--- src/odrmp_pkg.sv ---
// Shared types and constants for the mecanum drive mixer and packetizer.
// No dependencies; imported by the divider, serializer and top level.
package odrmp_pkg;

  // Configuration register indexes
  localparam logic [1:0] CFG_MAX_SPEED  = 2'd0;
  localparam logic [1:0] CFG_RAMP_UP    = 2'd1;
  localparam logic [1:0] CFG_RAMP_DOWN  = 2'd2;

  // Configuration reset values
  localparam logic [6:0]  MAX_SPEED_RST = 7'd127;
  localparam logic [15:0] RAMP_UP_RST   = 16'd500;
  localparam logic [15:0] RAMP_DOWN_RST = 16'd250;

  // Packet fields
  localparam logic [7:0] FRONT_ADDR = 8'd128;
  localparam logic [7:0] BACK_ADDR  = 8'd129;
  localparam logic [7:0] MOTOR2_CMD = 8'd4;
  localparam logic [7:0] CHECK_MASK = 8'h7F;

  // Ramp step saturation
  localparam logic [15:0] STEP_MAX = 16'hFFFF;

  // Run of bytes per tick
  localparam int unsigned RUN_BYTES = 16;
  localparam logic [3:0]  LAST_BYTE_IDX = 4'(RUN_BYTES - 1);

  // Request from the sequencer to the serializer: four packet powers,
  // already signed as they go on the wire (back wheels inverted)
  typedef struct packed {
    logic            load;
    logic [3:0][7:0] power;
  } pkt_req_t;

endpackage

--- src/odrmp_div.sv ---
// Iterative restoring divider for the ramp step: elapsed*32768/ms, saturated.
// One quotient bit per cycle; depends on odrmp_pkg.
module odrmp_div
  import odrmp_pkg::*;
(
  input  logic        clk,
  input  logic        rst_n,
  input  logic        start,
  input  logic [15:0] dividend,
  input  logic [15:0] divisor,
  output logic        done,
  output logic [15:0] quot
);

  logic        busy_r;
  logic        sat_r;
  logic        done_r;
  logic [3:0]  cnt_r;
  logic [15:0] rem_r;
  logic [15:0] num_r;
  logic [15:0] den_r;
  logic [15:0] quot_r;

  logic [16:0] trial;
  logic [16:0] diff;
  logic        fits;
  logic        sat_nxt;

  // Trial subtract of the shifted remainder
  assign trial   = {rem_r, num_r[15]};
  assign diff    = trial - {1'b0, den_r};
  assign fits    = (trial >= {1'b0, den_r});
  // Quotient reaches 65536 when the dividend shifted right by one is not below ms
  assign sat_nxt = ({1'b0, dividend[15:1]} >= divisor);

  // Control: run sixteen steps or finish at once on saturation
  always_ff @(posedge clk) begin
    if (!rst_n) begin
      busy_r <= 1'b0;
      done_r <= 1'b0;
      cnt_r  <= '0;
      sat_r  <= 1'b0;
    end else begin
      done_r <= 1'b0;
      if (start) begin
        busy_r <= 1'b1;
        cnt_r  <= '0;
        sat_r  <= sat_nxt;
      end else if (busy_r) begin
        cnt_r <= cnt_r + 4'd1;
        if (sat_r || (cnt_r == 4'd15)) begin
          busy_r <= 1'b0;
          done_r <= 1'b1;
        end
      end
    end
  end

  // Datapath: remainder, dividend shift and quotient
  always_ff @(posedge clk) begin
    if (start) begin
      rem_r  <= {1'b0, dividend[15:1]};
      num_r  <= {dividend[0], 15'd0};
      den_r  <= divisor;
      quot_r <= '0;
    end else if (busy_r) begin
      if (sat_r) begin
        quot_r <= STEP_MAX;
      end else begin
        rem_r  <= fits ? diff[15:0] : trial[15:0];
        num_r  <= {num_r[14:0], 1'b0};
        quot_r <= {quot_r[14:0], fits};
      end
    end
  end

  assign done = done_r;
  assign quot = quot_r;

endmodule

--- src/odrmp_ser.sv ---
// Packet serializer: turns four wheel powers into sixteen bytes with checksums.
// Holds its own copy of the powers and an output register; uses odrmp_pkg.
module odrmp_ser
  import odrmp_pkg::*;
(
  input  logic     clk,
  input  logic     rst_n,
  input  pkt_req_t req,
  output logic     ready,
  output logic     out_tvalid,
  input  logic     out_tready,
  output logic [7:0] out_tdata,  // [7:0] tx_byte
  output logic     out_tlast     // last_byte
);

  logic            active_r;
  logic [3:0]      cnt_r;
  logic [3:0][7:0] pwr_r;
  logic            ov_r;
  logic [7:0]      od_r;
  logic            ol_r;

  logic       adv;
  logic [1:0] pkt;
  logic [7:0] p;
  logic       neg;
  logic [7:0] mag;
  logic [7:0] addr;
  logic [7:0] cmd;
  logic [7:0] sum8;
  logic [7:0] byte_nxt;

  // Advance when a byte is pending and the output slot frees up
  assign adv = active_r && (!ov_r || out_tready);

  // Build the current byte of the run
  always_comb begin
    pkt  = cnt_r[3:2];
    p    = pwr_r[pkt];
    neg  = p[7];
    mag  = neg ? (8'd0 - p) : p;
    addr = pkt[1] ? FRONT_ADDR : BACK_ADDR;
    cmd  = (pkt[0] ? MOTOR2_CMD : 8'd0) + {7'd0, neg};
    sum8 = addr + cmd + mag;
    unique case (cnt_r[1:0])
      2'd0: byte_nxt = addr;
      2'd1: byte_nxt = cmd;
      2'd2: byte_nxt = mag;
      2'd3: byte_nxt = sum8 & CHECK_MASK;
      default: byte_nxt = addr;
    endcase
  end

  // Control: run counter and output valid
  always_ff @(posedge clk) begin
    if (!rst_n) begin
      active_r <= 1'b0;
      cnt_r    <= '0;
      ov_r     <= 1'b0;
    end else begin
      if (req.load) begin
        active_r <= 1'b1;
        cnt_r    <= '0;
      end else if (adv) begin
        cnt_r <= cnt_r + 4'd1;
        if (cnt_r == LAST_BYTE_IDX) begin
          active_r <= 1'b0;
        end
      end
      if (adv) begin
        ov_r <= 1'b1;
      end else if (out_tready) begin
        ov_r <= 1'b0;
      end
    end
  end

  // Payload: captured powers and the output byte
  always_ff @(posedge clk) begin
    if (req.load) begin
      pwr_r <= req.power;
    end
    if (adv) begin
      od_r <= byte_nxt;
      ol_r <= (cnt_r == LAST_BYTE_IDX);
    end
  end

  assign ready      = !active_r;
  assign out_tvalid = ov_r;
  assign out_tdata  = od_r;
  assign out_tlast  = ol_r;

endmodule

--- src/omni_drive_ramp_mix_packetizer.sv ---
// Top level of the mecanum drive mixer with slew limit and packet serializer.
// Holds the sequencer, config registers and shared multiplier; uses odrmp_pkg,
// odrmp_div and odrmp_ser.
//
//   channel  direction  handshake                   payload
//   in_      slave      in_tvalid / in_tready       in_tdata (axes, speed, ms), in_tuser
//   out_     master     out_tvalid / out_tready     out_tdata (byte), out_tlast
//   cfg_     slave      cfg_valid / cfg_ready       cfg_index, cfg_data
//
// A request runs two ramp step divisions in the shared divider (one quotient bit
// per cycle), then each axis and then each wheel in turn through the one shared
// multiplier, and then the hand-off to the serializer.
// The sixteen output bytes stream from the serializer while the next request is
// being worked on; out_tready low stalls the serializer and then the hand-off.
// rst_n is synchronous, active low; it restores the config defaults and clears
// the ramped axes. cfg_ready is always high.
module omni_drive_ramp_mix_packetizer
  import odrmp_pkg::*;
(
  input  logic        clk,
  input  logic        rst_n,
  input  logic        in_tvalid,
  output logic        in_tready,
  // [15:0] axis_x, [31:16] axis_y, [47:32] axis_rotation,
  // [62:48] speed_scale, [78:63] elapsed_ms, [79] zero
  input  logic [79:0] in_tdata,
  input  logic        in_tuser,   // [0] motors_enabled
  output logic        out_tvalid,
  input  logic        out_tready,
  output logic [7:0]  out_tdata,  // [7:0] tx_byte
  output logic        out_tlast,  // last_byte
  input  logic        cfg_valid,
  output logic        cfg_ready,
  input  logic [1:0]  cfg_index,
  input  logic [15:0] cfg_data
);

  typedef enum logic [4:0] {
    S_IDLE  = 5'b00001,
    S_DIV   = 5'b00010,
    S_AXIS  = 5'b00100,
    S_WHEEL = 5'b01000,
    S_HAND  = 5'b10000
  } state_t;

  state_t state_r;

  // Configuration
  logic [6:0]  max_speed_r;
  logic [15:0] ramp_up_r;
  logic [15:0] ramp_down_r;

  // Request registers
  logic signed [15:0] axin_r [3];
  logic [14:0]        speed_r;
  logic [15:0]        elapsed_r;
  logic               en_r;
  logic [15:0]        up_r;
  logic [15:0]        down_r;

  // Ramp state and working registers
  logic signed [15:0] axes_r [3];
  logic signed [33:0] prod_r;
  logic [3:0][7:0]    pwr_r;
  logic [1:0]         cnt_r;
  logic               phase_r;
  logic               div_sel_r;

  logic        accept;
  logic        div_start;
  logic [15:0] div_dividend;
  logic [15:0] div_divisor;
  logic        div_done;
  logic [15:0] div_quot;
  pkt_req_t    ser_req;
  logic        ser_ready;

  logic signed [17:0] mul_a;
  logic [14:0]        mul_b;
  logic signed [33:0] prod;
  logic signed [33:0] adj;
  logic signed [15:0] axis_sel;
  logic signed [15:0] cur;
  logic signed [17:0] ax18;
  logic signed [17:0] ay18;
  logic signed [17:0] ar18;
  logic signed [17:0] wsum;

  logic signed [17:0] c18;
  logic signed [17:0] t18;
  logic signed [17:0] s18;
  logic signed [17:0] n_up;
  logic signed [17:0] n_dn;
  logic signed [17:0] moved;
  logic               faster;

  logic signed [9:0] q10;
  logic signed [9:0] lim10;
  logic signed [9:0] clamped;
  logic signed [9:0] gated;
  logic signed [9:0] pk;

  assign accept    = in_tvalid && in_tready;
  assign in_tready = (state_r == S_IDLE);
  assign cfg_ready = 1'b1;

  // Divider launch: up step on accept, down step after the up step lands
  assign div_start    = accept || ((state_r == S_DIV) && div_done && !div_sel_r);
  assign div_dividend = accept ? in_tdata[78:63] : elapsed_r;
  assign div_divisor  = accept ? ramp_up_r : ramp_down_r;

  odrmp_div u_div (
    .clk      (clk),
    .rst_n    (rst_n),
    .start    (div_start),
    .dividend (div_dividend),
    .divisor  (div_divisor),
    .done     (div_done),
    .quot     (div_quot)
  );

  // Pick the axis and wheel sum for the current step
  assign ax18 = {{2{axes_r[0][15]}}, axes_r[0]};
  assign ay18 = {{2{axes_r[1][15]}}, axes_r[1]};
  assign ar18 = {{2{axes_r[2][15]}}, axes_r[2]};

  always_comb begin
    unique case (cnt_r)
      2'd0: begin
        axis_sel = axin_r[0];
        cur      = axes_r[0];
        wsum     = ay18 - ax18 - ar18;  // back left
      end
      2'd1: begin
        axis_sel = axin_r[1];
        cur      = axes_r[1];
        wsum     = ay18 + ax18 + ar18;  // back right
      end
      2'd2: begin
        axis_sel = axin_r[2];
        cur      = axes_r[2];
        wsum     = ay18 - ax18 + ar18;  // front right
      end
      default: begin
        axis_sel = axin_r[2];
        cur      = axes_r[2];
        wsum     = ay18 + ax18 - ar18;  // front left
      end
    endcase
  end

  // Shared multiplier: axis times speed, or wheel sum times max speed
  always_comb begin
    if (state_r == S_AXIS) begin
      mul_a = {{2{axis_sel[15]}}, axis_sel};
      mul_b = speed_r;
    end else begin
      mul_a = wsum;
      mul_b = {8'd0, max_speed_r};
    end
    prod = mul_a * $signed({1'b0, mul_b});
  end

  // Divide the product by 32768, truncating toward zero
  assign adj = prod_r + (prod_r[33] ? 34'sd32767 : 34'sd0);

  // Move the ramped axis toward its target without passing it
  always_comb begin
    c18    = {{2{cur[15]}}, cur};
    t18    = {{2{adj[30]}}, adj[30:15]};
    faster = (!c18[17] && (t18 > c18)) || ((c18[17] || (c18 == 18'sd0)) && (t18 < c18));
    s18    = $signed({2'b00, (faster ? up_r : down_r)});
    n_up   = c18 + s18;
    n_dn   = c18 - s18;
    if (t18 > c18) begin
      moved = (n_up < t18) ? n_up : t18;
    end else begin
      moved = (n_dn > t18) ? n_dn : t18;
    end
  end

  // Clamp the wheel power, zero it when disabled, invert the back wheels
  always_comb begin
    q10   = adj[24:15];
    lim10 = $signed({3'b000, max_speed_r});
    priority if (q10 > lim10) begin
      clamped = lim10;
    end else if (q10 < -lim10) begin
      clamped = -lim10;
    end else begin
      clamped = q10;
    end
    gated = en_r ? clamped : 10'sd0;
    pk    = cnt_r[1] ? gated : -gated;
  end

  // Configuration writes
  always_ff @(posedge clk) begin
    if (!rst_n) begin
      max_speed_r <= MAX_SPEED_RST;
      ramp_up_r   <= RAMP_UP_RST;
      ramp_down_r <= RAMP_DOWN_RST;
    end else if (cfg_valid && cfg_ready) begin
      unique case (cfg_index)
        CFG_MAX_SPEED: max_speed_r <= cfg_data[6:0];
        CFG_RAMP_UP:   ramp_up_r   <= cfg_data;
        CFG_RAMP_DOWN: ramp_down_r <= cfg_data;
        default: ;
      endcase
    end
  end

  // Sequencer and ramped axis state
  always_ff @(posedge clk) begin
    if (!rst_n) begin
      state_r   <= S_IDLE;
      cnt_r     <= '0;
      phase_r   <= 1'b0;
      div_sel_r <= 1'b0;
      axes_r[0] <= '0;
      axes_r[1] <= '0;
      axes_r[2] <= '0;
    end else begin
      unique case (state_r)
        S_IDLE: begin
          if (accept) begin
            state_r   <= S_DIV;
            div_sel_r <= 1'b0;
            // Disabled tick ramps from zero
            if (!in_tuser) begin
              axes_r[0] <= '0;
              axes_r[1] <= '0;
              axes_r[2] <= '0;
            end
          end
        end
        S_DIV: begin
          if (div_done) begin
            if (!div_sel_r) begin
              div_sel_r <= 1'b1;
            end else begin
              state_r <= S_AXIS;
              cnt_r   <= '0;
              phase_r <= 1'b0;
            end
          end
        end
        S_AXIS: begin
          phase_r <= !phase_r;
          if (phase_r) begin
            axes_r[cnt_r] <= moved[15:0];
            if (cnt_r == 2'd2) begin
              state_r <= S_WHEEL;
              cnt_r   <= '0;
            end else begin
              cnt_r <= cnt_r + 2'd1;
            end
          end
        end
        S_WHEEL: begin
          phase_r <= !phase_r;
          if (phase_r) begin
            cnt_r <= cnt_r + 2'd1;
            if (cnt_r == 2'd3) begin
              state_r <= S_HAND;
            end
          end
        end
        S_HAND: begin
          if (ser_ready) begin
            state_r <= S_IDLE;
          end
        end
        default: state_r <= S_IDLE;
      endcase
    end
  end

  // Request payload, ramp steps, products and packet powers
  always_ff @(posedge clk) begin
    if (accept) begin
      axin_r[0] <= $signed(in_tdata[15:0]);
      axin_r[1] <= $signed(in_tdata[31:16]);
      axin_r[2] <= $signed(in_tdata[47:32]);
      speed_r   <= in_tdata[62:48];
      elapsed_r <= in_tdata[78:63];
      en_r      <= in_tuser;
    end
    if ((state_r == S_DIV) && div_done) begin
      if (!div_sel_r) begin
        up_r <= div_quot;
      end else begin
        down_r <= div_quot;
      end
    end
    if (!phase_r) begin
      prod_r <= prod;
    end
    if ((state_r == S_WHEEL) && phase_r) begin
      pwr_r[cnt_r] <= pk[7:0];
    end
  end

  // Hand the four powers to the serializer
  assign ser_req.load  = (state_r == S_HAND) && ser_ready;
  assign ser_req.power = pwr_r;

  odrmp_ser u_ser (
    .clk        (clk),
    .rst_n      (rst_n),
    .req        (ser_req),
    .ready      (ser_ready),
    .out_tvalid (out_tvalid),
    .out_tready (out_tready),
    .out_tdata  (out_tdata),
    .out_tlast  (out_tlast)
  );

endmodule

--- config.mk ---
export PLATFORM = sky130hd
export DESIGN_NAME = omni_drive_ramp_mix_packetizer
export DESIGN_NICKNAME = d
export VERILOG_FILES = /design/src/odrmp_pkg.sv /design/src/odrmp_div.sv /design/src/odrmp_ser.sv /design/src/omni_drive_ramp_mix_packetizer.sv
export SDC_FILE = /design/constraint.sdc
export NUM_CORES = 2
export LEC_CHECK = 0
export ABC_AREA = 0
export BUFFER_PORTS_ARGS = -buffer_cell sky130_fd_sc_hd__buf_2
export CORE_UTILIZATION = 38
export DETAILED_ROUTE_END_ITERATION = 6
export MAX_ROUTING_LAYER = met4
export PLACE_DENSITY_LB_ADDON = 0.2
export SETUP_SLACK_MARGIN = 0.5
export SYNTH_ARGS = -nofsm -noshare
export SYNTH_HDL_FRONTEND = slang
export SYNTH_SLANG_ARGS = --single-unit
--- constraint.sdc ---
create_clock -name clk -period 15.4 [get_ports clk]
set_input_delay 3.08 -clock clk [delete_from_list [all_inputs] [get_ports clk]]
set_output_delay 3.08 -clock clk [all_outputs]
set_load 0.01 [all_outputs]
==> impl_metrics.yaml <==
clock_tree:
  cts_max_level: 2
  cts_resized: 0
  cts_tree: "built"
  numCtsBuffers: 45
  clk_latency_ps: 610
  cts-root-buf: "clkbuf_16"
  cts_sinks: 375
  cts_hold_buf: 0
  clk_pin_slew_ps: 60
  ctsLongestPathBuffers: 3
  post-cts-setup-buffer-count: 0
placed_design:
  port-buffer-count: 113
  hpwl_microns: 71640
  gp_congestion: 0.9043
floorplan:
  io-pin-count: 116
  die_h_microns: 299.2
  dieArea_sq_mm: 0.08953
  die_x_microns: 299.2
  start_util_pct: 38.52
  row_count: 108
  core_area_sq_mm: 0.08716
global_routing:
  grt_pass1_vias: 24440
  grt_max_degree: 70
  grt_pass1_wl_microns: 140100
  grt_util_all_layers_pct: 20.87
  grt_remaining_overflow: 0
  grt_antenna_before_repair: 3
timing:
  rsz0062_at_grt: "false"
  setup_viol: 0
  relSlewSlack_pct: 10.18
  tns_ps: 0
  max_freq_mhz: 82.84
  min_period_over_period_pct: 78.39
  final_hold_viol_count: 0
  worst_pin_slew_ps: 1310
  final_max_slew_viol_count: 0
  finalCriticalPeriod_ps: 12070
  fin_skew_ps: 20.79
critical_path:
  path_buf_inv: 4
  cp_slowest_stage_delay_ps: 810
  worst_path_most_repeated_cell: "ha_1"
  critPathKind: "reg2reg"
  cp_slowest_cell: "a221oi_1"
  critPathCaptureType: "flip-flop"
  crit_path_start: "prod_r[33]$_DFFE_PN_"
  path_max_fanout: 16
  arrival_ps: 12390
  critPathRequiredTime_ps: 15720
  r2r_slack_ps: 3330
  cp-start-kind: "flip-flop"
  crit_family: "compound AO/OA/AOI/OAI gates"
  r2r-start: "prod_r[33]$_DFFE_PN_"
yosys:
  yosys_warnings: 0
  synth_top_family_by_area: "adder cells"
  syn_area_per_cell_sq_um: 9.671
  muxShareOfSynthArea_pct: 3.876
  synth-seq-cells: 375
  synth_cell_types: 89
  synth_flop_cell: "edfxtp_1"
  synth-edff-count: 281
  synthAdderAreaFrac_pct: 28.18
  yosysSeqAreaShare_pct: 30.74
  synth_nets: 4166
  synthSimpleGateAreaFrac_pct: 13.07
  ys_async_sr_fraction_pct: 0
  syn_inst: 3471
  synthXorXnorAreaFrac_pct: 4.488
  synth_area_sq_mm: 0.03357
  synth_compound_area_share_pct: 12.25
detailed_routing:
  vias_per_cell: 5.172
  drt-total-wl_microns: 89950
  dr.pass1.iters: 5
  ant_nets: 0
  wl_per_cell_microns: 18.91
  vias: 24610
  drc: 0
  drt_iter0_drc: 1599
status:
  status: "finished, final reports clean"
cells_and_area:
  antenna_cells: 0
  syn2layout_area_growth_pct: 10.04
  final_cell_mix: "547 x inv_1, 314 x ha_1, 293 x nand2_1, 281 x edfxtp_1, 280 x nor2_1"
  fin_nets: 4260
  n_fill_cell: 8650
  final_common_cell: "inv_1"
  final_layout_size_suffix_gt1_share_pct: 8.412
worst_hold_path:
  hold_start: "pwr_r[0]$_DFFE_PP_"
  min_path_type: "reg2reg"
run:
  drv_cap: 0
final timing paths:
check	endpoint	depth (start not counted)
worst max-delay path	axes_r[1][9]$_SDFFCE_PN0P_	42
worst min-delay path	u_ser.pwr_r[0]$_DFFE_PP_	0
worst min register to register	u_ser.pwr_r[0]$_DFFE_PP_	0
worst max register to register	axes_r[1][9]$_SDFFCE_PN0P_	42
cell families (layout without fill, tap and decap cells):
group / count (synthesis) / count (layout)
flops: 375 / 375
fa+ha+maj: 591 / 591
compound gates: 620 / 620
simple gates: 943 / 943
xor+xnor: 172 / 172
buf+inv: 654 / 785
other cells: 1 / 1
mux: 115 / 115
sequential cells by signal, summed over array words and instances, names as in the netlist, 16 cells and up:
register     count
prod_r          32
down_r          16
ramp_down_r     16
axin_r          48
pwr_r           32
u_div.rem_r     16
u_ser.pwr_r     32
ramp_up_r       16
axes_r          48
u_div.quot      16
elapsed_r       16
u_div.den_r     16
up_r            16
stage by stage:
step	util [%]	setup WS (ps)	std cells	hold slack (ps)	cell area, sq um
after global placement	40.71	3533	4673	401.3	35480
after global routing	42.38	2268	4757	421.3	36940
final	42.38	3328	4757	410.5	36940
after floorplan	-	5269	3471	400.3	33570
after detailed placement	40.71	3368	4673	404.5	35480
after CTS	42.38	3346	4757	415.8	36940
cell type report:
cell class	count	area [sq um]	share of cell area (%)
Inverter	549	2063	5.585
Timing Repair Buffer	152	858.3	2.324
Sequential cell	375	10320	27.94
Clock inverter	20	207.7	0.5623
Clock buffer	64	1249	3.380
Multi-Input combinational cell	2442	20800	56.30
Tap cell	1155	1445	3.912
routing by layer:
metal | track usage (%) | up-vias | routed length, microns
met1 | 27.68 | 11930 | 40730
met4 | 5.138 | 0 | 2031
met2 | 33.31 | 647 | 41940
met3 | 3.320 | 111 | 5242
li1 | - | 11920 | -
met5 | - | - | 0
cell usage after synthesis, types with 20 or more instances:
cell type | number | area [sq um]
o21ai_0 | 85 | 425.4
xnor2_1 | 122 | 1069
and3_1 | 21 | 131.4
mux2_2 | 40 | 450.4
xor2_1 | 50 | 437.9
nor2b_1 | 36 | 225.2
mux2i_1 | 67 | 670.6
o21bai_1 | 27 | 202.7
o22ai_1 | 22 | 137.6
o211ai_1 | 21 | 157.7
dfxtp_1 | 94 | 1882
a21oi_1 | 183 | 915.9
nor2_1 | 283 | 1062
or3_1 | 26 | 162.7
and2_1 | 45 | 281.5
o21a_1 | 26 | 195.2
nand2b_1 | 39 | 244.0
edfxtp_1 | 281 | 8438
nand3_1 | 64 | 320.3
a21o_1 | 72 | 540.5
nand4_1 | 24 | 150.1
clkbuf_1 | 82 | 307.8
nand2_1 | 293 | 1100
fa_1 | 275 | 5505
ha_1 | 316 | 3954
nor3_1 | 58 | 290.3
inv_1 | 547 | 2053
a22o_1 | 20 | 175.2
Power is not shown: default switching activity piles up to over one toggle a cycle in this logic, so the estimate is an artifact.
